==> src/sv/sgf_pkg.sv <==
// Shared types, field constants and coefficient tables for the GF(q) ALU.
// No dependencies; used by sgf_classify and small_galois_field_alu.
package sgf_pkg;

    localparam int unsigned ORDER_W     = 5;
    localparam int unsigned DEF_MAX_ORDER  = 23;
    localparam int unsigned DEF_DEGREE_CAP = 4;
    localparam int unsigned NUM_EXT     = 4;
    localparam int unsigned NUM_POW     = 15;
    localparam logic [ORDER_W-1:0] RESET_ORDER = 5'd2;

    typedef enum logic {
        FUNC_ADD = 1'b0,
        FUNC_MUL = 1'b1
    } t_func;

    typedef struct packed {
        t_func              func;
        logic [ORDER_W-1:0] operand_a;
        logic [ORDER_W-1:0] operand_b;
    } t_in_word;

    typedef struct packed {
        logic [ORDER_W-1:0] result;
        logic               error;
    } t_out_word;

    typedef struct packed {
        logic       unsupported;
        logic       is_ext;
        logic       char3;
        logic [1:0] fi;
    } t_field_info;

    localparam logic [ORDER_W-1:0] EXT_ORDER  [NUM_EXT] = '{5'd4, 5'd8, 5'd9, 5'd16};
    localparam logic [2:0]         EXT_DEGREE [NUM_EXT] = '{3'd2, 3'd3, 3'd2, 3'd4};

    // Coefficients of alpha^e, two bits per digit, highest power in [7:6].
    localparam logic [7:0] POW_VEC [NUM_EXT][NUM_POW] = '{
        '{8'h10, 8'h40, 8'h50, 8'h00, 8'h00, 8'h00, 8'h00, 8'h00,
          8'h00, 8'h00, 8'h00, 8'h00, 8'h00, 8'h00, 8'h00},
        '{8'h04, 8'h10, 8'h40, 8'h44, 8'h54, 8'h14, 8'h50, 8'h00,
          8'h00, 8'h00, 8'h00, 8'h00, 8'h00, 8'h00, 8'h00},
        '{8'h10, 8'h40, 8'h90, 8'hA0, 8'h20, 8'h80, 8'h60, 8'h50,
          8'h00, 8'h00, 8'h00, 8'h00, 8'h00, 8'h00, 8'h00},
        '{8'h01, 8'h04, 8'h10, 8'h40, 8'h41, 8'h45, 8'h55, 8'h15,
          8'h54, 8'h11, 8'h44, 8'h51, 8'h05, 8'h14, 8'h50}
    };

    function automatic logic [7:0] elem_to_vec(input logic [1:0] fi,
                                               input logic [ORDER_W-1:0] elem);
        logic [ORDER_W-1:0] e;
        e = elem - 5'd1;
        if (elem == '0 || e >= 5'(NUM_POW)) begin
            return 8'h00;
        end
        return POW_VEC[fi][e[3:0]];
    endfunction

    function automatic logic [1:0] digit_add(input logic [1:0] x, input logic [1:0] y,
                                             input logic char3);
        logic [2:0] s;
        s = {1'b0, x} + {1'b0, y};
        if (!char3) begin
            return {1'b0, s[0]};
        end
        if (s >= 3'd3) begin
            s = s - 3'd3;
        end
        return s[1:0];
    endfunction

    function automatic logic [ORDER_W-1:0] vec_to_elem(input logic [1:0] fi,
                                                       input logic [7:0] vec,
                                                       input logic [ORDER_W-1:0] q);
        logic [ORDER_W-1:0] res;
        logic               found;
        res   = '0;
        found = 1'b0;
        for (int e = 0; e < NUM_POW; e++) begin
            if (!found && (5'(e + 1) < q) && POW_VEC[fi][e] == vec) begin
                res   = 5'(e + 1);
                found = 1'b1;
            end
        end
        return res;
    endfunction

endpackage

==> src/sv/sgf_classify.sv <==
// Field order decoder: prime, supported extension field, or unsupported.
// Depends on sgf_pkg.
module sgf_classify #(
    parameter int unsigned MAX_ORDER  = sgf_pkg::DEF_MAX_ORDER,
    parameter int unsigned DEGREE_CAP = sgf_pkg::DEF_DEGREE_CAP
) (
    input  logic [sgf_pkg::ORDER_W-1:0] i_q,
    output sgf_pkg::t_field_info        o_info
);

    logic prime;
    logic ext_hit;
    logic [1:0] ext_fi;
    logic in_range;

    always_comb begin
        unique case (i_q)
            5'd2, 5'd3, 5'd5, 5'd7, 5'd11, 5'd13, 5'd17,
            5'd19, 5'd23, 5'd29, 5'd31: prime = 1'b1;
            default:                    prime = 1'b0;
        endcase
    end

    always_comb begin
        ext_hit = 1'b0;
        ext_fi  = '0;
        for (int k = 0; k < sgf_pkg::NUM_EXT; k++) begin
            if (!ext_hit && i_q == sgf_pkg::EXT_ORDER[k]
                && 32'(sgf_pkg::EXT_DEGREE[k]) <= DEGREE_CAP) begin
                ext_hit = 1'b1;
                ext_fi  = 2'(k);
            end
        end
    end

    assign in_range = (i_q >= 5'd2) && (32'(i_q) <= MAX_ORDER);

    always_comb begin
        o_info.is_ext      = in_range && !prime && ext_hit;
        o_info.unsupported = !(in_range && (prime || ext_hit));
        o_info.fi          = ext_fi;
        o_info.char3       = (i_q == 5'd9);
    end

endmodule

==> src/sv/small_galois_field_alu.sv <==
// Top level of the GF(q) add/multiply ALU: config register and 3-stage pipeline.
// A word is registered in r_s1, r_s2 and r_out in turn; one word per cycle while i_out_stall is low.
// Stage 1 multiplies and looks up coefficients, stage 2 and 3 reduce and map back.
// The stall chain lets bubbles collapse while the output word waits.
// Synchronous active-low reset empties the pipeline and sets field order to 2.
// Depends on sgf_pkg and sgf_classify.
module small_galois_field_alu #(
    parameter int unsigned MAX_ORDER  = sgf_pkg::DEF_MAX_ORDER,
    parameter int unsigned DEGREE_CAP = sgf_pkg::DEF_DEGREE_CAP
) (
    input  logic                        i_clk,
    input  logic                        i_rst_n,
    input  logic                        i_cfg_we,
    input  logic [sgf_pkg::ORDER_W-1:0] i_cfg_data,
    input  logic                        i_in_valid,
    output logic                        o_in_stall,
    input  sgf_pkg::t_in_word           i_in_word,
    output logic                        o_out_valid,
    input  logic                        i_out_stall,
    output sgf_pkg::t_out_word          o_out_word
);

    typedef struct packed {
        sgf_pkg::t_func func;
        logic           err;
        logic           is_ext;
        logic           char3;
        logic [1:0]     fi;
        logic [4:0]     q;
        logic [9:0]     prod;
        logic [5:0]     asum;
        logic [4:0]     esum;
        logic           zero_ab;
        logic [7:0]     va;
        logic [7:0]     vb;
    } t_s1;

    typedef struct packed {
        sgf_pkg::t_func func;
        logic           err;
        logic           is_ext;
        logic [1:0]     fi;
        logic [4:0]     q;
        logic [6:0]     prod;
        logic [4:0]     padd;
        logic [4:0]     emul;
        logic [7:0]     vs;
    } t_s2;

    logic [4:0]           r_q;
    sgf_pkg::t_field_info info;
    logic                 r_v1, r_v2, r_v3;
    t_s1                  r_s1, n_s1;
    t_s2                  r_s2, n_s2;
    sgf_pkg::t_out_word   r_out, n_out;
    logic                 rdy1, rdy2, rdy3;

    sgf_classify #(
        .MAX_ORDER  (MAX_ORDER),
        .DEGREE_CAP (DEGREE_CAP)
    ) u_classify (
        .i_q    (r_q),
        .o_info (info)
    );

    assign rdy3       = !r_v3 || !i_out_stall;
    assign rdy2       = !r_v2 || rdy3;
    assign rdy1       = !r_v1 || rdy2;
    assign o_in_stall = !rdy1;

    always_ff @(posedge i_clk) begin
        if (!i_rst_n) begin
            r_q <= sgf_pkg::RESET_ORDER;
        end else if (i_cfg_we) begin
            r_q <= i_cfg_data;
        end
    end

    // stage 1: range check, product, sums, coefficient lookup
    always_comb begin
        logic [4:0] a, b;
        a = i_in_word.operand_a;
        b = i_in_word.operand_b;
        n_s1.func    = i_in_word.func;
        n_s1.err     = info.unsupported || a >= r_q || b >= r_q;
        n_s1.is_ext  = info.is_ext;
        n_s1.char3   = info.char3;
        n_s1.fi      = info.fi;
        n_s1.q       = r_q;
        n_s1.prod    = {5'd0, a} * {5'd0, b};
        n_s1.asum    = {1'b0, a} + {1'b0, b};
        n_s1.esum    = (a - 5'd1) + (b - 5'd1);
        n_s1.zero_ab = (a == '0) || (b == '0);
        n_s1.va      = sgf_pkg::elem_to_vec(info.fi, a);
        n_s1.vb      = sgf_pkg::elem_to_vec(info.fi, b);
    end

    // stage 2: partial product reduction, sum reductions, coefficient add
    always_comb begin
        logic [9:0] p;
        logic [9:0] t;
        logic [4:0] qm1;
        logic [4:0] es;
        p = r_s1.prod;
        for (int k = 4; k >= 2; k--) begin
            t = 10'(r_s1.q) << k;
            if (p >= t) begin
                p = p - t;
            end
        end
        qm1 = r_s1.q - 5'd1;
        es  = (r_s1.esum >= qm1) ? r_s1.esum - qm1 : r_s1.esum;
        n_s2.func   = r_s1.func;
        n_s2.err    = r_s1.err;
        n_s2.is_ext = r_s1.is_ext;
        n_s2.fi     = r_s1.fi;
        n_s2.q      = r_s1.q;
        n_s2.prod   = p[6:0];
        n_s2.padd   = (r_s1.asum >= {1'b0, r_s1.q}) ? 5'(r_s1.asum - {1'b0, r_s1.q})
                                                    : r_s1.asum[4:0];
        n_s2.emul   = r_s1.zero_ab ? 5'd0 : es + 5'd1;
        for (int d = 0; d < 4; d++) begin
            n_s2.vs[2*d +: 2] = sgf_pkg::digit_add(r_s1.va[2*d +: 2], r_s1.vb[2*d +: 2],
                                                   r_s1.char3);
        end
    end

    // stage 3: final reduction, back to index form, select
    always_comb begin
        logic [6:0] p;
        logic [6:0] t;
        logic [4:0] eadd;
        p = r_s2.prod;
        for (int k = 1; k >= 0; k--) begin
            t = 7'(r_s2.q) << k;
            if (p >= t) begin
                p = p - t;
            end
        end
        eadd = (r_s2.vs == '0) ? 5'd0 : sgf_pkg::vec_to_elem(r_s2.fi, r_s2.vs, r_s2.q);
        n_out.error = r_s2.err;
        priority if (r_s2.err) begin
            n_out.result = '0;
        end else if (!r_s2.is_ext) begin
            n_out.result = (r_s2.func == sgf_pkg::FUNC_MUL) ? p[4:0] : r_s2.padd;
        end else begin
            n_out.result = (r_s2.func == sgf_pkg::FUNC_MUL) ? r_s2.emul : eadd;
        end
    end

    always_ff @(posedge i_clk) begin
        if (!i_rst_n) begin
            r_v1 <= 1'b0;
            r_v2 <= 1'b0;
            r_v3 <= 1'b0;
        end else begin
            if (rdy1) r_v1 <= i_in_valid;
            if (rdy2) r_v2 <= r_v1;
            if (rdy3) r_v3 <= r_v2;
        end
    end

    always_ff @(posedge i_clk) begin
        if (rdy1) r_s1  <= n_s1;
        if (rdy2) r_s2  <= n_s2;
        if (rdy3) r_out <= n_out;
    end

    assign o_out_valid = r_v3;
    assign o_out_word  = r_out;

    a_err_zero: assert property (@(posedge i_clk) disable iff (!i_rst_n)
        o_out_valid && o_out_word.error |-> o_out_word.result == '0)
        else $error("error word with nonzero result");

    a_result_range: assert property (@(posedge i_clk) disable iff (!i_rst_n)
        o_out_valid && !o_out_word.error |-> o_out_word.result < r_q)
        else $error("result outside field");

    a_stall_full: assert property (@(posedge i_clk) disable iff (!i_rst_n)
        o_in_stall |-> r_v1 && r_v2 && r_v3)
        else $error("input stalled with a free stage");

    a_advance: assert property (@(posedge i_clk) disable iff (!i_rst_n)
        r_v2 && !(r_v3 && i_out_stall) |=> r_v3)
        else $error("stage 2 word lost");

endmodule
==> config.mk <==
export PLATFORM = sky130hd
export DESIGN_NAME = small_galois_field_alu
export DESIGN_NICKNAME = d
export VERILOG_FILES = /design/src/sv/sgf_pkg.sv /design/src/sv/sgf_classify.sv /design/src/sv/small_galois_field_alu.sv
export SDC_FILE = /design/constraint.sdc
export NUM_CORES = 1
export LEC_CHECK = 0
export ABC_AREA = 1
export BUFFER_PORTS_ARGS = -buffer_cell sky130_fd_sc_hd__buf_4
export CAP_MARGIN = 5
export CORE_MARGIN = 2
export CORE_UTILIZATION = 45
export CTS_CLUSTER_SIZE = 25
export DETAILED_ROUTE_END_ITERATION = 10
export GPL_ROUTABILITY_DRIVEN = 0
export PLACE_DENSITY_LB_ADDON = 0.05
export SYNTH_ARGS = -nofsm -noshare
export SYNTH_HDL_FRONTEND = slang
export SYNTH_SLANG_ARGS = --single-unit
==> constraint.sdc <==
create_clock -name i_clk -period 6.3 [get_ports i_clk]
set_clock_uncertainty 0.1 [all_clocks]
set_input_delay 0.63 -clock i_clk [delete_from_list [all_inputs] [get_ports i_clk]]
set_output_delay 0.63 -clock i_clk [all_outputs]
set_load 0.01 [all_outputs]
==> summary.txt <==
Detailed routing
  • Wire length per cell: 13.9 µm
  • Vias per cell: 5.13
  • Total number of vias: 6,655
  • Drt first pass iters: 7
  • Drt drc: 0
  • Iteration-0 DRC count of the detailed router: 380
  • Routed wire length: 18,000 µm
  • Post-route ant nets: 0

Yosys
  • Cell taking the most area after synthesis: edfxtp_1
  • Top cells by count, synth: 195 x nand2_1, 163 x inv_1, 108 x nor2_1
  • Post-synth EDFFs: 85
  • Synthesized cell area: 8390 µm²
  • Top-count cell post-synth: nand2_1
  • Syn Inst Count: 1,035
  • Ys async rst share: 0
  • Post-synth top area share: 0.304
  • Avg Cell Area, Syn: 8.11 µm²
  • Yosys warns: 0
  • Ranking of synthesized cells by area: edfxtp_1 30%, ha_1 13%, nand2_1 8.7%
  • Net count after synthesis: 1,164
  • Synth unique cells: 58
  • #FFs+latches synth: 94
  • Primary FF master, synth: edfxtp_1
  • Sequential area share after synthesis: 0.326

Timing
  • Final hold vios: 0
  • TNS Setup: 0 ns
  • Crit share post-route: 0.889
  • PnR worst setup slack: 0.697 ns
  • Hold_ws: 0.319 ns
  • Slew Limit Fails: 0
  • Min cycle time layout: 5.60 ns
  • FMAX: 0.178 GHz
  • Relative slew slack: 0.308
  • # setup viols final: 0
  • Worst Max-Slew Pin Slew: 1.02 ns
  • Unrepaired setup endpoints after global routing: false

Setup path
  • Setup crit end kind: register
  • Worst r2r dst: r_s2[20]$_DFFE_PP_
  • Startpoint type of the worst setup path: register
  • Cell type of the slowest stage on the worst timing path: edfxtp_1
  • CP most frequent cell: nand2_1
  • Worst R2R Setup Slack: 0.70 ns
  • WS Path Type: reg2reg
  • FF-to-FF path depth: 27
  • Arrival @ worst endpoint: 5.59 ns
  • Worst Path Required: 6.29 ns
  • CP max stage delay: 0.49 ns
  • R2r startpoint: n_s2[26]$_DFFE_PN_
  • Worst-path maximum fanout: 10

Global routing
  • Largest net degree at the start of global routing: 45
  • Vias in the first global route: 6,414
  • First-pass GRT wire length: 31,100 µm
  • Total GRT Usage: 0.195
  • Initial antenna violation count: 0
  • GRT overflow: 0

CTS
  • Clock transition at the registers of the reported paths: 0.06 ns
  • Hold-fix buffers, CTS: 0
  • Num Clock Sinks: 94
  • CTS tree: yes
  • Post-CTS Setup Inserts: 0
  • H-tree depth: 3
  • Post_cts resized: 0
  • Worst-skew pair later-pin latency: 0.34 ns
  • Root Buffer Master: clkbuf_16
  • Num CTS Buffers: 9
  • Clock Path Buffers: 2

Outcome
  • Status: completed

Floorplanning
  • Die area: 19,800 µm²
  • Die Ht: 141 µm
  • Core Box Area: 18,100 µm²
  • Top Ports: 29
  • Rows: 49
  • Initial core utilization: 0.462
  • Die extent in x: 141 µm

Final layout
  • Core Util, Final: 0.503
  • Nets: 1,193
  • Share of cells above drive strength 1: 0.0973
  • Area Growth Syn to Fin: 8.86%
  • Number of diodes: 0

Worst hold path
  • Hold Path Class: reg2reg
  • Hold path start: n_s2[31]$_DFFE_PN_
  • Endpoint of the worst hold path: r_s2[31]$_DFFE_PP_
  • Hold depth: 0

Power and ir drop
  • Worst IR Drop VDD: 245 µV
  • Total power: 3520 µW
  • Pwr dens: 385 nW/µm²
  • Static Leak: 0.00435 µW

Job
  • Max-Cap Viols: 0

Placement
  • Post-DP HPWL: 14,500 µm
  • PortBufs: 28
  • Dpl ws: 0.721 ns
## how the worst max path moves through the flow
stage | start | endpoint | slack, ns | cells after the start
after global routing | n_s2[26]$_DFFE_PN_ | r_s2[23]$_DFFE_PP_ | 0.12 | 28
after detailed placement | n_s2[26]$_DFFE_PN_ | r_s2[20]$_DFFE_PP_ | 0.72 | 27
after CTS | n_s2[26]$_DFFE_PN_ | r_s2[20]$_DFFE_PP_ | 0.69 | 27
final | n_s2[26]$_DFFE_PN_ | r_s2[20]$_DFFE_PP_ | 0.70 | 27
after global placement | n_s2[26]$_DFFE_PN_ | r_s2[23]$_DFFE_PP_ | 0.85 | 28
after floorplan | n_s2[26]$_DFFE_PN_ | r_s2[23]$_DFFE_PP_ | 1.24 | 27
## cells in the final DEF (no fill, tap or decap), types with 4 or more instances in the layout
cell,Yosys,routed
nand4_1,14,14
o211ai_1,5,5
a21oi_1,55,55
nor3_1,15,15
dfxtp_1,9,9
edfxtp_1,85,85
nand3_1,46,46
nor2_4,5,5
a211oi_1,10,10
o21a_1,4,4
nor2_1,108,108
nor2_2,5,5
xnor2_1,18,18
clkbuf_16,0,10
a31oi_1,8,8
nand2_2,8,8
or2_2,4,4
inv_1,163,163
buf_4,0,30
fa_1,20,20
xor2_1,25,25
nand3b_1,6,6
ha_1,88,88
a21boi_0,6,6
o21ai_0,61,61
nand2_4,5,5
nand3_2,5,5
nand2_1,195,195
o21ai_2,5,5
## worst max-delay path: cells and delay by family, from the launching register on
kind / cells / cell delay (ns)
simple gates: 13 / 1.36
buf+inv: 2 / 0.29
compound gates: 8 / 1.65
mux: 1 / 0.37
flops: 1 / 0.49
fa+ha+maj: 3 / 1.07
## report_power, final
part	switching [µW]	internal, µW
clock	227	295
combinational	1230	830
sequential	73.5	856
## flip-flops by register name, indices dropped and copies added (netlist names), 5 cells and up
signal / cells
r_q: 5
r_s1: 34
n_s2: 10
o_out_word: 6
r_s2: 34
## cell type report
type	instances	area (µm²)
clock inverters	5	37.5
inverters	169	644
repair buffers	30	225
clock buffers	11	254
well taps	229	287
flip-flops and latches	94	2730
multi-input cells	760	4950
fillers	1799	9010
## layer usage
metal | wire length (µm) | GRT usage | share of wire | vias to the layer above
met5 | 0 | 0 | 0 | -
met4 | 245 | 0.0542 | 0.014 | 0
met3 | 611 | 0.0219 | 0.034 | 16
met2 | 8070 | 0.310 | 0.45 | 133
met1 | 9110 | 0.284 | 0.50 | 2988
li1 | - | - | - | 3518
## cells by family after synthesis
logic type | after synthesis | share of synthesized area
AND/OR/NAND/NOR | 426 | 0.233
buffers and inverters | 181 | 0.0840
AO/OA/AOI/OAI | 179 | 0.128
adder cells (fa/ha/maj) | 108 | 0.179
flip-flops | 94 | 0.326
XOR/XNOR | 43 | 0.0449
multiplexers | 4 | 0.00522
## per-stage QoR
| step | area (µm²) | std cells |
|---|---|---|
| CTS | 9130 | 1298 |
| finish | 9130 | 1298 |
| global placement | 8840 | 1282 |
| global route | 9130 | 1298 |
| floorplan | 8390 | 1035 |
| detailed placement | 8840 | 1282 |
Power figures use the tool's default switching activity.
